<file path="config.mk">
export PLATFORM = sky130hd
export DESIGN_NAME = enm_ctrl
export DESIGN_NICKNAME = d
export VERILOG_FILES = /design/src/sv/enm_pkg.sv /design/src/sv/enm_ctrl.sv
export SDC_FILE = /design/constraint.sdc
export NUM_CORES = 1
export LEC_CHECK = 0
export BUFFER_PORTS_ARGS = -buffer_cell sky130_fd_sc_hd__buf_4
export CAP_MARGIN = 20
export CORE_UTILIZATION = 45
export DETAILED_ROUTE_END_ITERATION = 6
export PLACE_DENSITY_LB_ADDON = 0.1
export SLEW_MARGIN = 40
export SYNTH_ARGS = -nofsm -noshare
export SYNTH_HDL_FRONTEND = slang
export SYNTH_SLANG_ARGS = --single-unit
</file>
<file path="constraint.sdc">
create_clock -name clk -period 1.6 [get_ports clk]
set_input_delay 0.16 -clock clk [delete_from_list [all_inputs] [get_ports clk]]
set_output_delay 0.16 -clock clk [all_outputs]
set_load 0.005 [all_outputs]
</file>
<file path="src/sv/enm_pkg.sv">
// Package for the epsilon-NFA matcher: sizes, action codes, payload structs
// and the controller/datapath command and status types. No dependencies.
package enm_pkg;

    localparam int NUM_STATES    = 32;
    localparam int ALPHABET_SIZE = 256;
    localparam int STATE_W       = $clog2(NUM_STATES);
    localparam int SYM_W         = 8;
    localparam int SYM_ADDR_W    = STATE_W + SYM_W;
    localparam int SYM_DEPTH     = NUM_STATES * ALPHABET_SIZE;
    localparam int CFG_IDX_W     = 1;

    localparam logic [1:0] ACT_LOAD_SYM = 2'd0;
    localparam logic [1:0] ACT_LOAD_EPS = 2'd1;
    localparam logic [1:0] ACT_CHAR     = 2'd2;
    localparam logic [1:0] ACT_EMPTY    = 2'd3;

    localparam logic [CFG_IDX_W-1:0] REG_START_STATE = 1'd0;
    localparam logic [CFG_IDX_W-1:0] REG_ACCEPT_MASK = 1'd1;

    typedef logic [NUM_STATES-1:0] set_t;

    typedef struct packed {
        logic [1:0]  action;
        logic [4:0]  state_index;
        logic [7:0]  symbol;
        logic [31:0] dest_mask;
        logic        first;
        logic        last;
    } in_item_t;

    typedef struct packed {
        logic accepted;
        logic fell_off;
    } out_item_t;

    typedef struct packed {
        logic load_start;   // active <= start set, dead cleared
        logic close_start;  // begin an epsilon-closure pass
        logic close_round;  // one closure round over all states
        logic step_start;   // clear next set, begin symbol step
        logic step_read;    // issue symbol row read for state counter
        logic step_commit;  // active <= next, set dead if empty
        logic sym_write;
        logic eps_write;
    } dp_cmd_t;

    typedef struct packed {
        logic closed;       // last closure round changed nothing
        logic step_done;    // all state rows read and merged
        logic dead;
        logic hit;          // active meets accept mask
        logic clearing;     // symbol memory clear sweep running
    } dp_stat_t;

endpackage

</file>
<file path="src/sv/enm_ctrl.sv">
// Controller of the epsilon-NFA matcher: sequences loads, closure and step,
// drives the input stall and the output register. Depends on enm_pkg.
module enm_ctrl (
    input  logic                clk,
    input  logic                rst_n,
    input  logic                in_valid,
    output logic                in_stall,
    input  enm_pkg::in_item_t   in_data,
    output logic                out_valid,
    input  logic                out_stall,
    output enm_pkg::out_item_t  out_data,
    output enm_pkg::in_item_t   item,
    output enm_pkg::dp_cmd_t    cmd,
    input  enm_pkg::dp_stat_t   stat
);
    import enm_pkg::*;

    typedef enum logic [2:0] {
        S_IDLE, S_CLOSE, S_STEP, S_COMMIT, S_FINAL, S_REPORT
    } state_t;

    state_t    state_reg;
    in_item_t  item_reg;
    logic      out_valid_reg;
    out_item_t out_reg;
    logic      take;
    logic      out_free;

    assign out_free  = !out_valid_reg || !out_stall;
    assign in_stall  = (state_reg != S_IDLE) || stat.clearing;
    assign take      = in_valid && !in_stall;
    assign out_valid = out_valid_reg;
    assign out_data  = out_reg;
    assign item      = take ? in_data : item_reg;

    always_comb
    begin
        cmd = '0;
        unique case (state_reg)
            S_IDLE:
            begin
                if (take)
                begin
                    cmd.sym_write  = (in_data.action == ACT_LOAD_SYM);
                    cmd.eps_write  = (in_data.action == ACT_LOAD_EPS);
                    cmd.load_start = (in_data.action == ACT_EMPTY)
                                     || (in_data.action == ACT_CHAR && in_data.first);
                    cmd.close_start = (in_data.action == ACT_EMPTY)
                                      || (in_data.action == ACT_CHAR);
                end
            end
            S_CLOSE:
            begin
                cmd.close_round = !stat.closed;
                cmd.step_start  = stat.closed;
            end
            S_STEP:   cmd.step_read   = 1'b1;
            S_COMMIT:
            begin
                cmd.step_commit = 1'b1;
                cmd.close_start = item_reg.last;
            end
            S_FINAL:
            begin
                cmd.close_round = !stat.closed;
            end
            S_REPORT: ;
            default: ;
        endcase
    end

    always_ff @(posedge clk or negedge rst_n)
    begin
        if (!rst_n)
        begin
            state_reg     <= S_IDLE;
            item_reg      <= '0;
            out_valid_reg <= 1'b0;
            out_reg       <= '0;
        end
        else
        begin
            if (out_valid_reg && !out_stall && state_reg != S_REPORT)
                out_valid_reg <= 1'b0;
            unique case (state_reg)
                S_IDLE:
                begin
                    if (take)
                    begin
                        item_reg <= in_data;
                        if (in_data.action == ACT_EMPTY)
                            state_reg <= S_FINAL;
                        else if (in_data.action == ACT_CHAR)
                        begin
                            if (stat.dead && !in_data.first)
                                state_reg <= in_data.last ? S_REPORT : S_IDLE;
                            else
                                state_reg <= S_CLOSE;
                        end
                    end
                end
                S_CLOSE:
                begin
                    if (stat.closed)
                        state_reg <= S_STEP;
                end
                S_STEP:
                begin
                    if (stat.step_done)
                        state_reg <= S_COMMIT;
                end
                S_COMMIT:
                begin
                    state_reg <= item_reg.last ? S_FINAL : S_IDLE;
                end
                S_FINAL:
                begin
                    if (stat.closed || stat.dead)
                        state_reg <= S_REPORT;
                end
                S_REPORT:
                begin
                    if (out_free)
                    begin
                        out_valid_reg    <= 1'b1;
                        out_reg.accepted <= !stat.dead && stat.hit;
                        out_reg.fell_off <= stat.dead;
                        state_reg        <= S_IDLE;
                    end
                end
                default: state_reg <= S_IDLE;
            endcase
        end
    end

endmodule

</file>
After elaboration in Yosys (flattened, before gate mapping) --
Cells that the tools add are included.
Storage, ports and cells: bits in registers 55, input port bits 58
Cells by class: eq/ne operators 15, multiplexer cells 24, reductions and logical operators 23
Operators with widths (count):
- 2-to-1 mux 49 bit | 1
- 2-to-1 mux 3 bit | 10
- case mux 3 bit (6 select lines) | 1
- != test 2 bit (second input constant) | 5
- 2-to-1 mux 1 bit | 8
- == test 3 x 2 -> 1 bit (second input constant) | 2
- == test 3 bit (second input constant) | 2
- logical AND 1 bit | 6
- zero test 1 bit | 6
- 2-to-1 mux 2 bit | 3
- != test 3 bit (second input constant) | 2
- AND reduction 6 bit | 1
- logical OR 1 bit | 5
- == test 2 bit (second input constant) | 2
- == test 3 x 1 -> 1 bit (second input constant) | 1
- zero test 3 bit | 1
- nonzero test 3 bit | 1
- == test 2 x 1 -> 1 bit (second input constant) | 1
- zero test 2 bit | 1
- case mux 1 bit (2 select lines) | 1
- AND reduction 2 bit | 1
- OR reduction 2 bit | 1

Logic depth before layout (Yosys ltp) --
Gate-level depths: netlist of the first run.
depth after elaboration 7, depth in mapped cells 6, gate-level depth less buffers 4

Worst setup path before layout of the first run --
No wires, ideal clock.
path kind flip-flop to output port, start register state_reg[1], end output item[0] in the netlist's numbering, data arrival time 1336 ps, required time 1440 ps, setup slack 104 ps, cell stages (with the launch flop) 6, path buffers 2, path through dfrtp_1 nor3_4 nand3b_1 buf_6 buf_6 mux2_4
RTL lines:
- from (decl) | line enm_ctrl.sv:22 | state_t state_reg;
- from (signal assigned) | line enm_ctrl.sv:96 | state_reg <= in_data.last ? S_REPORT : S_IDLE;
- from (signal assigned) | line enm_ctrl.sv:114 | state_reg <= item_reg.last ? S_FINAL : S_IDLE;
- to (decl) | line enm_ctrl.sv:12 | output enm_pkg::in_item_t item,

==> implementation parameters, run 1 <==
Parameter                              Value

Outcome
  Outcome    complete, but fails checks
  Violated checks    negative setup slack

Detailed routing
  DR vias    2300
  First drt pass iteration count    4
  Number of DRC markers after the initial detailed-route iteration    between 40 and 50
  Routed wirelength normalized by instance count    ~15 um
  Total routed wirelength    between 7000 and 8000 um
  Routed Antenna Nets    0
  DRC Markers    0
  DR vias/cell    between 4 and 5

Min path
  Source of the worst hold timing path    in_data[32]
  Worst Hold Class    in2reg
  Worst hold path stage count    2

Global route
  Total grt overflow    0
  Busiest layer in global routing    met2
  GR Util met1    about a quarter
  Global-route wire length before repair    11100 um
  Global Route met2 Usage    30.7%
  Maximum number of pins on one net before global-route repair    56
  Initial antenna violation count    0
  Met3 capacity usage during global routing    under 10%
  Gr usage total    a little under a fifth
  Via count of the first global-routing pass    2299

Pwr
  Clock network fraction of total power    about 8.4%
  Proportion of power drawn by flip-flops and latches    about 28%
  Power density normalized to cell area    between 1500 and 2000 mW/mm^2
  Internal power contribution    between 6000 and 7000 uW
  Switching Fraction    28.7%
  Total net switching power    about 2600 uW
  Share of power burned in combinational logic    between 60% and 70%
  Maximum VDD drop    just over 0.8 mV
  Standby leakage power    ~0.0026 uW

Clock tree
  Cell at the root of the clock tree    clkbuf_8
  Clock buffer depth    2
  CTS tree    yes
  Inserted Clock Buffers    5
  CTS sink cnt    55
  Clock transition at the register clock pins on the worst setup and hold paths after CTS    around 0.1 ns
  CTS H-Tree Depth    2
  Insertion delay to the later sink of the worst-skew pair    ~0.30 ns

Placement
  Gp weighted congestion    0.756
  Worst-case setup slack after placement    -0.149 ns
  I/O Buffers    ~120
  DP Wirelength    between 4000 and 5000 um
  Placed cell count    around 440

Die
  Horizontal extent of the die    around 87 um
  Height of the chip    87.1 um
  Die ar.    0.00759 sq mm
  I/O pins    roughly 120
  Starting utilization of the core area    a little under half
  Total number of placement rows    30
  Core Region    0.00691 sq mm

Critical path
  Setup crit end    item[37]
  CP dominant cell by count    buf_6
  Crit path from    state_reg[1]
  Logic depth of the worst register-to-register path    7
  Kind of launch point of the worst setup path    register
  Critical path capture point type    output port
  Worst r2r src    state_reg[1]
  CP Cell Sequence    nor3_4 > nand3b_1 > buf_6 > buf_16 > mux2_4 > buf_6
  Reg-to-reg endpoint    item_reg[9]
  Minimum setup slack among reg-to-reg paths    -0.15 ns
  Peak per-stage delay on the critical path    roughly 0.42 ns
  Worst path arrival time    about 1.8 ns
  WP data required    ~1.4 ns
  Master of the slowest instance on the critical path    dfrtp_1
  Number of cells on the critical path    6
  Worst Setup Path Type    reg2out
  Critical path fanouts, max    17
  Count of buffer and inverter cells on the critical path    3
  Worst path top cell family by delay    buffers and inverters

Timing
  Setup violations, final    between 90 and 100
  Transition at the pin with the smallest max-transition slack    approximately 0.7 ns
  Max-slew violation total from the final report    0
  Minimum period implied by the final worst setup slack    1.99 ns
  Headroom to the max-slew limit    between 50 and 60%
  Unrepaired setup endpoints after global routing    true
  Timing-limited maximum frequency    503 MHz
  Period utilization    124%
  Clock tree skew after final layout    between 0.005 and 0.006 ns
  Final-layout worst hold slack    0.0899 ns
  Crit path setup slack, layout    -0.387 ns
  Hold violation total from the final report    0

Cells and area
  Share of cells above drive strength 1    71.5%
  Total area of multi-input combinational cells    ~0.0018 sq mm
  Number of flip-flops in the largest register    49
  Fill cell total of the finished layout    around 540
  Final nets    around 430
  Core Util, Final    70.3%
  Layout-stage area growth over the synthesis result    48.9%
  N_diodes    0
  FF+latch area    between 0.001 and 0.0015 sq mm
  Final cell count without fillers    between 400 and 500

Logic synthesis
  Mean instance size in the synthesized netlist    between 10 and 15 sq um
  Share of the yosys chip area belonging to registers    approximately 42%
  Count of different cell masters after synthesis    31
  Cell count after synthesis    ~220
  Synthesis-stage register bit count    55
  Syn Std Cell Area    0.00326 sq mm
  Synth warn    0
  Synthesized net count    around 280

Job
  Max-cap viol count    0
## worst min path at each step
stage                   endpoint  slack [ns]
floorplan            item_reg[0]       -0.14
global placement    item_reg[32]        0.26
detailed placement  item_reg[32]        0.26
CTS                  item_reg[5]        0.08
global route        item_reg[14]        0.08
finish              item_reg[32]        0.09
## worst reg2reg max path: cells and delay by family, from the launching register on
kind / cells / cell delay (ns)
buffers and inverters: 4 / 0.62
muxes: 1 / 0.29
DFF: 1 / 0.42
and+or+nand+nor: 2 / 0.33
## per-layer routing
metal,share of wire [%],up-vias
met3,5.8,2
li1,-,1078
met1,46,1135
met2,48,85
met5,0,-
met4,0.32,0
## timing repair
| action | CTS | global route |
|---|---|---|
| setup buffers | 8 | 10 |
| resized for setup | 55 | 12 |
| setup endpoints to repair | 78 | 97 |
| pin swaps | 4 | 3 |
| hold buffers | 1 | 0 |
| endpoints found under the hold margin | 55 | 0 |
| gates cloned | 3 | 2 |
## area by class of cell
class                   count  area share (%)
multi-input cells         147            36.2
repair buffers            157            31.1
flip-flops and latches     55            28.3
well taps                  96            2.47
clock buffers               6            1.49
clock inverters             2           0.258
inverters                   2           0.155
## kinds of logic after synthesis
kind of cell	Yosys count	synth area share [%]
AND/OR/NAND/NOR	39	6.75
buffers and inverters	16	4.56
flip-flops	55	42.2
AO/OA/AOI/OAI	11	2.26
XOR/XNOR	1	0.269
multiplexers	96	44.0
## synth_stat cells
| cell type | count | area (sq um) |
|---|---|---|
| xnor2_1 | 1 | 8.76 |
| nand3_1 | 2 | 10.0 |
| nand4b_1 | 1 | 8.76 |
| inv_1 | 2 | 7.51 |
| nand2b_1 | 3 | 18.8 |
| buf_6 | 11 | 124 |
| or3_1 | 1 | 6.26 |
| nor3b_1 | 2 | 15.0 |
| a21oi_1 | 2 | 10.0 |
| o31ai_1 | 1 | 7.51 |
| dfrtp_1 | 55 | 1380 |
| buf_4 | 1 | 7.51 |
| a32oi_1 | 1 | 8.76 |
| buf_2 | 2 | 10.0 |
| and2_1 | 1 | 6.26 |
| mux2_4 | 94 | 1410 |
| a221o_1 | 1 | 10.0 |
| and3b_1 | 1 | 8.76 |
| nor2b_2 | 1 | 8.76 |
| o21ai_0 | 4 | 20.0 |
| mux2_2 | 2 | 22.5 |
| a32o_1 | 1 | 10.0 |
| nor3_1 | 4 | 20.0 |
| nor2_1 | 5 | 18.8 |
| nor3_4 | 1 | 16.3 |
| o211ai_1 | 1 | 7.51 |
| nand2_1 | 12 | 45.0 |
| nor2b_1 | 1 | 6.26 |
| nand3b_1 | 2 | 15.0 |
| and3_1 | 1 | 6.26 |
| nor4bb_1 | 1 | 10.0 |
## cell usage in the layout, fill, tap and decap left out, types with 2 or more instances in the layout
cell type / synthesis / layout
o21ai_0: 4 / 4
nor3_1: 4 / 3
nor2_1: 5 / 5
nand3b_1: 2 / 2
nor3_4: 1 / 2
buf_6: 11 / 56
nand2b_1: 3 / 3
inv_1: 2 / 2
clkbuf_8: 0 / 5
dfrtp_1: 55 / 55
nand2_1: 12 / 11
buf_4: 1 / 93
a21oi_1: 2 / 2
buf_16: 0 / 4
mux2_4: 94 / 95
nand3_1: 2 / 2
## metrics by stage
step	setup TNS, ns	area [sq um]	power [uW]
6_report	-22.08	4860	9050
5_1_grt	-27.68	4860	9590
4_1_cts	-20.82	4730	8910
3_5_place_dp	-8.64	4300	7350
3_3_place_gp	-4.61	4300	7270
2_1_floorplan	0	3260	5530
## power groups by stage
| stage | combinational (uW) | clock, uW | sequential (uW) |
|---|---|---|---|
| after floorplan | 3110 | 0 | 2430 |
| after global placement | 4780 | 0 | 2490 |
| after detailed placement | 4830 | 0 | 2520 |
| after CTS | 5620 | 786 | 2510 |
| after global routing | 6150 | 836 | 2610 |
| final | 5780 | 757 | 2520 |
Note: power is estimated with default switching activity, not from simulation.
==> run 2: changes to the inputs <==
Settings changed: CELL_PAD_IN_SITES_DETAIL_PLACEMENT set to 1, CELL_PAD_IN_SITES_GLOBAL_PLACEMENT set to 2, CORE_UTILIZATION 45 to 33.
Clock period 1.6 ns to 2.1 ns, I/O delays scaled along.
==> run 2 against run 1 <==
Net effect:
- the flow now finishes without violations
- wire length up 3.8%
- sequential share of layout area is 2.7 points higher
- clock skew increased by 0.00084 ns
- combinational power decreased by 36%
- first-iteration DRC count down 8.2%
- sequential power fell by 24%
- final area decreased by 8.8%
- flip-flop and latch count unchanged
- largest cell class unchanged
- largest power group unchanged
- highest routed layer unchanged
==> implementation parameters, run 2 (synthesis results as in run 1) <==
Parameter                              Value

Clock tree
  Clock buffer depth    2
  CTS tree    yes
  CTS H-Tree Depth    2
  CTS sink cnt    55
  Insertion delay to the later sink of the worst-skew pair    around 0.31 ns
  Cell at the root of the clock tree    clkbuf_8
  Inserted Clock Buffers    5
  Clock transition at the register clock pins on the worst setup and hold paths after CTS    ~0.1 ns

Placement
  I/O Buffers    about 120
  Post-detailed-placement cell area    around 0.0042 sq mm
  Gp weighted congestion    roughly 0.72
  DP Wirelength    between 5000 and 6000 um
  Placed cell count    roughly 460

Timing
  Setup violations, final    0
  Max-slew violation total from the final report    0
  Minimum period implied by the final worst setup slack    ~2.1 ns
  Final-layout worst hold slack    ~0.13 ns
  Period utilization    a little over nine tenths
  Transition at the pin with the smallest max-transition slack    0.724 ns
  Timing-limited maximum frequency    482 MHz
  Clock tree skew after final layout    ~0.0065 ns
  Hold violation total from the final report    0
  Unrepaired setup endpoints after global routing    true
  Headroom to the max-slew limit    approximately half

Detailed routing
  Uppermost layer routed    met4
  Routed Antenna Nets    0
  M1 wire length    3520 um
  First drt pass iteration count    4
  DR vias/cell    4.64
  Total routed wirelength    roughly 7400 um
  DR vias    approximately 2200
  Routed wirelength normalized by instance count    15.8 um
  DRC Markers    0
  Metal2 WL    about 3300 um
  Amount of wire on met3 after detailed routing    559 um
  Number of DRC markers after the initial detailed-route iteration    between 40 and 50

Die
  Horizontal extent of the die    just over 100 um
  Starting utilization of the core area    between 30 and 40%
  Total number of placement rows    35
  Core Region    around 0.0094 sq mm
  Die ar.    around 0.010 sq mm
  Height of the chip    101 um
  I/O pins    between 100 and 150

Global route
  Total grt overflow    0
  Initial antenna violation count    0
  Via count of the first global-routing pass    2311
  Global-route wire length before repair    about 12000 um
  Gr usage total    about 15%
  Maximum number of pins on one net before global-route repair    56

Critical path
  Count of buffer and inverter cells on the critical path    3
  Kind of launch point of the worst setup path    register
  Worst path arrival time    roughly 1.9 ns
  Worst r2r src    state_reg[2]
  Number of cells on the critical path    6
  Worst Setup Path Type    reg2out
  Reg-to-reg endpoint    item_reg[47]
  Peak per-stage delay on the critical path    0.43 ns
  CP Cell Sequence    nor3_4 > nand3b_1 > buf_6 > buf_12 > mux2_4 > buf_4
  Master of the slowest instance on the critical path    dfrtp_1
  Minimum setup slack among reg-to-reg paths    around 0.30 ns
  Critical path fanouts, max    25
  Critical path capture point type    output port
  Worst path top cell family by delay    buffers and inverters
  Logic depth of the worst register-to-register path    6
  WP data required    1.89 ns

Outcome
  Outcome    completed

Cells and area
  Most frequent cells in the layout    buf_4, mux2_4, dfrtp_1
  Layout-stage area growth over the synthesis result    35.8%
  Final standard cell area without fillers    between 0.004 and 0.005 sq mm
  Final cell count without fillers    470
  Share of cells above drive strength 1    68.6%
  N_diodes    0
  Fill cell total of the finished layout    approximately 990
  Leading cell type in the layout, fill and taps excluded    buf_4
  Number of flip-flops in the largest register    slightly below 50
  Final nets    398

Pwr
  Clock network fraction of total power    10.1%
  Total net switching power    roughly 1800 uW
  Share of power burned in combinational logic    about three fifths
  Maximum VDD drop    around 0.53 mV
  Power density normalized to cell area    roughly 1400 mW/mm^2
  Proportion of power drawn by flip-flops and latches    30.7%
  Standby leakage power    roughly 0.0024 uW
  Internal power contribution    between 4000 and 5000 uW
  Switching Fraction    around 29%
  Post-layout total power    ~6200 uW

Min path
  Source of the worst hold timing path    in_data[4]
  Worst Hold Class    in2reg
  Worst hold path stage count    2
  Worst min-delay path endpoint    item_reg[4]

Job
  Max-cap viol count    0
## run 2: changes by cell type in the layout (fill, tap and decap cells not counted), moves of 2 or more
| cell | change |
|---|---|
| buf_16 | -4 |
| buf_4 | +30 |
| bufbuf_16 | +2 |
| buf_6 | -55 |
## run 2: stage by stage
stage                     util [%]  setup WS [ns]  TNS (ns)
after floorplan                  -          0.554         0
after global placement        44.9          0.279         0
after detailed placement      44.9          0.260         0
after CTS                     46.9        0.00123         0
after global routing          47.1        -0.0865     -3.55
final                         47.1         0.0241         0
## run 2: what timing repair did
| item | CTS | global route |
|---|---|---|
| gates cloned | 2 | 0 |
| hold buffers | 1 | 0 |
| resized for setup | 0 | 3 |
| pin swaps | 1 | 1 |
| setup buffers | 2 | 1 |
| endpoints found under the setup margin | 47 | 49 |
| hold endpoints to repair | 55 | 0 |
## run 2: area by class of cell
| type | instances | area [sq um] | area share, % |
|---|---|---|---|
| timing repair buffer | 129 | 1050 | 23.7 |
| sequential | 55 | 1380 | 31.1 |
| clock buffer | 7 | 86.3 | 1.95 |
| clock inverter | 1 | 8.76 | 0.198 |
| multi-input combinational | 147 | 1740 | 39.3 |
| tap | 129 | 161 | 3.64 |
| inverter | 2 | 7.51 | 0.169 |
## run 2: routing by layer
metal | track usage [%] | vias up
met3 | 4.35 | 7
met5 | 0 | -
met1 | 20.7 | 1082
met4 | 3.68 | 0
met2 | 23.0 | 80
li1 | - | 1014
## run 2: worst max path at each step
| stage | start | to | slack, ns |
|---|---|---|---|
| after global placement | state_reg[1] | item[30] | 0.28 |
| after CTS | state_reg[1] | item[30] | 0.001 |
| final | state_reg[2] | item[26] | 0.02 |
| after global routing | state_reg[2] | item[30] | -0.09 |
| after floorplan | state_reg[1] | item[0] | 0.55 |
| after detailed placement | state_reg[1] | item[30] | 0.26 |
## run 2: power by group through the flow
stage          sequential (uW)  combinational (uW)  clock, uW
2_1_floorplan             1850                2370          0
5_1_grt                   1990                3990        707
3_5_place_dp              1920                3600          0
6_report                  1910                3690        629
4_1_cts                   1910                3730        665
3_3_place_gp              1900                3570          0
==> run 3: changes to the inputs <==
==> constraint.sdc (replaced) <==
create_clock -name clk -period 2.1 [get_ports clk]
set_input_delay 0.315 -clock clk [delete_from_list [all_inputs] [get_ports clk]]
set_output_delay 0.315 -clock clk [all_outputs]
set_load 0.005 [all_outputs]
==> run 3 against run 2 <==
Net effect:
- the run now ends with negative setup slack left
- core utilization up 2.5 points
- critical path type unchanged
- fmax fell by 2.5%
- largest cell class unchanged
- sequential power about the same
- critical endpoint is now item[8]
- global-route usage rose by 1.1 points
- critical path depth is the same
- final cell count grew 0.43%
==> implementation parameters, run 3 (synthesis results as in run 1) <==
Parameter                              Value

Min path
  Worst Hold Class    in2async

Die
  Die ar.    roughly 0.010 sq mm
  Height of the chip    about 100 um
  Total number of placement rows    35
  Starting utilization of the core area    about a third
  I/O pins    119
  Horizontal extent of the die    roughly 100 um
  Core Region    0.00942 sq mm

Placement
  Worst-case setup slack after placement    between 0.1 and 0.15 ns
  Gp weighted congestion    approximately 0.72
  I/O Buffers    ~120
  DP Wirelength    about 5000 um

Pwr
  Proportion of power drawn by flip-flops and latches    between 20 and 30%
  Power density normalized to cell area    roughly 1400 mW/mm^2
  Internal power contribution    between 4000 and 5000 uW
  Clock network fraction of total power    roughly 8.7%
  Maximum VDD drop    roughly 0.52 mV
  Post-layout total power    about 6700 uW
  Switching Fraction    a little under 30%
  Standby leakage power    about 0.0025 uW
  Total net switching power    roughly 2000 uW
  Share of power burned in combinational logic    roughly 63%

Cells and area
  FF+latch area    ~0.0014 sq mm
  Final nets    400
  Fill cell total of the finished layout    between 900 and 1000
  Number of flip-flops in the largest register    just under 50
  Total area of multi-input combinational cells    approximately 0.0018 sq mm
  N_diodes    0
  Layout-stage area growth over the synthesis result    43.1%
  Most frequent cells in the layout    mux2_4, buf_4, dfrtp_1
  Core Util, Final    49.6%
  Leading cell type in the layout, fill and taps excluded    mux2_4
  Share of cells above drive strength 1    roughly 70%

Global route
  Total grt overflow    0
  Initial antenna violation count    0
  Maximum number of pins on one net before global-route repair    56
  Gr usage total    roughly 16%
  Via count of the first global-routing pass    approximately 2300
  Global-route wire length before repair    around 13000 um

Critical path
  Critical path capture point type    output port
  Peak per-stage delay on the critical path    between 0.4 and 0.5 ns
  Minimum setup slack among reg-to-reg paths    just under 0.3 ns
  Kind of launch point of the worst setup path    register
  Worst Setup Path Type    reg2out
  Count of buffer and inverter cells on the critical path    3
  WP data required    between 1.5 and 2 ns
  Logic depth of the worst register-to-register path    6
  Critical path fanouts, max    12
  Master of the slowest instance on the critical path    dfrtp_1
  CP Cell Sequence    nor3_4 > nand3b_1 > buf_8 > buf_16 > mux2_4 > buf_6
  Worst path top cell family by delay    buffers and inverters
  Worst path arrival time    about 1.8 ns
  Reg-to-reg endpoint    item_reg[46]
  Worst r2r src    state_reg[1]

Detailed routing
  Routed Antenna Nets    0
  DR vias/cell    about 4.6
  First drt pass iteration count    4
  DRC Markers    0
  Routed wirelength normalized by instance count    roughly 16 um
  DR vias    2194
  Total routed wirelength    7730 um
  Number of DRC markers after the initial detailed-route iteration    21

Outcome
  Violated checks    negative setup slack
  Outcome    complete, but fails checks

Timing
  Setup violations, final    47
  Timing-limited maximum frequency    about 470 MHz
  Unrepaired setup endpoints after global routing    true
  Crit path setup slack, layout    -0.0300 ns
  Transition at the pin with the smallest max-transition slack    about 0.7 ns
  Minimum period implied by the final worst setup slack    roughly 2.1 ns
  Period utilization    101%
  Hold violation total from the final report    0
  Clock tree skew after final layout    0.00572 ns
  Max-slew violation total from the final report    0
  Headroom to the max-slew limit    52.7%

Clock tree
  CTS H-Tree Depth    2
  Insertion delay to the later sink of the worst-skew pair    0.30 ns
  Cts-stage hold buffer count    0
  Clock transition at the register clock pins on the worst setup and hold paths after CTS    about 0.10 ns
  Cell at the root of the clock tree    clkbuf_8
  Inserted Clock Buffers    5
  Clock buffer depth    2
  CTS tree    yes
  CTS sink cnt    between 50 and 60

Job
  Max-cap viol count    0
[run 3: per-layer routing]
metal / wire [um] / vias up / part of all wire [%] / GRT usage [%]
met1: 3580 / 1084 / 46 / 22.0
met5: 0 / - / 0 / 0
met3: 555 / 6 / 7.2 / 4.42
li1: - / 1028 / - / -
met2: 3530 / 76 / 46 / 25.3
met4: 59 / 0 / 0.76 / 3.34
[run 3: final cells by class]
| type | count | share of cell area [%] |
|---|---|---|
| clock buffer | 6 | 1.55 |
| inverter | 2 | 0.161 |
| tap | 129 | 3.46 |
| clock inverter | 2 | 0.268 |
| multi-input combinational | 147 | 37.6 |
| timing repair buffer | 131 | 27.5 |
| sequential | 55 | 29.5 |
[run 3: per-stage QoR]
| step | cell area, sq um | hold slack [ns] | cells | setup TNS, ns |
|---|---|---|---|---|
| 2_1_floorplan | 3260 | 0.0194 | 218 | 0 |
| 3_3_place_gp | 4230 | 0.433 | 456 | 0 |
| 3_5_place_dp | 4230 | 0.428 | 456 | 0 |
| 4_1_cts | 4650 | 0.0857 | 471 | -1.42 |
| 5_1_grt | 4670 | 0.0854 | 472 | -5.18 |
| 6_report | 4670 | 0.0362 | 472 | -1.09 |
[run 3: power by group through the flow]
stage          logic [uW]  registers (uW)  clock network (uW)
2_1_floorplan        2370            1850                   0
3_3_place_gp         3570            1900                   0
3_5_place_dp         3600            1930                   0
4_1_cts              4230            1920                 626
5_1_grt              4530            1990                 661
6_report             4200            1920                 584
[run 3: worst max-delay path by stage]
| stage | startpoint | to | slack, ns | cells past startpoint |
|---|---|---|---|---|
| after floorplan | state_reg[1] | item[0] | 0.45 | 5 |
| after global placement | state_reg[1] | item[26] | 0.18 | 5 |
| after detailed placement | state_reg[1] | item[20] | 0.14 | 5 |
| after CTS | state_reg[2] | cmd[1] | -0.06 | 6 |
| after global routing | state_reg[1] | item[45] | -0.12 | 6 |
| final | state_reg[1] | item[8] | -0.03 | 6 |
[run 3: repair_timing]
action,in CTS,in global routing
pin swaps,2,3
setup buffers,3,1
cloned,4,0
resized for setup,52,6
setup endpoints to repair,51,51
[run 3: worst register-to-register path: stages, from the launching register on]
cell and delay, ns:
dfrtp_1 0.42, nor3_4 0.20, nand3b_1 0.13, buf_8 0.18
buf_4 0.14, bufbuf_16 0.31, mux2_4 0.33
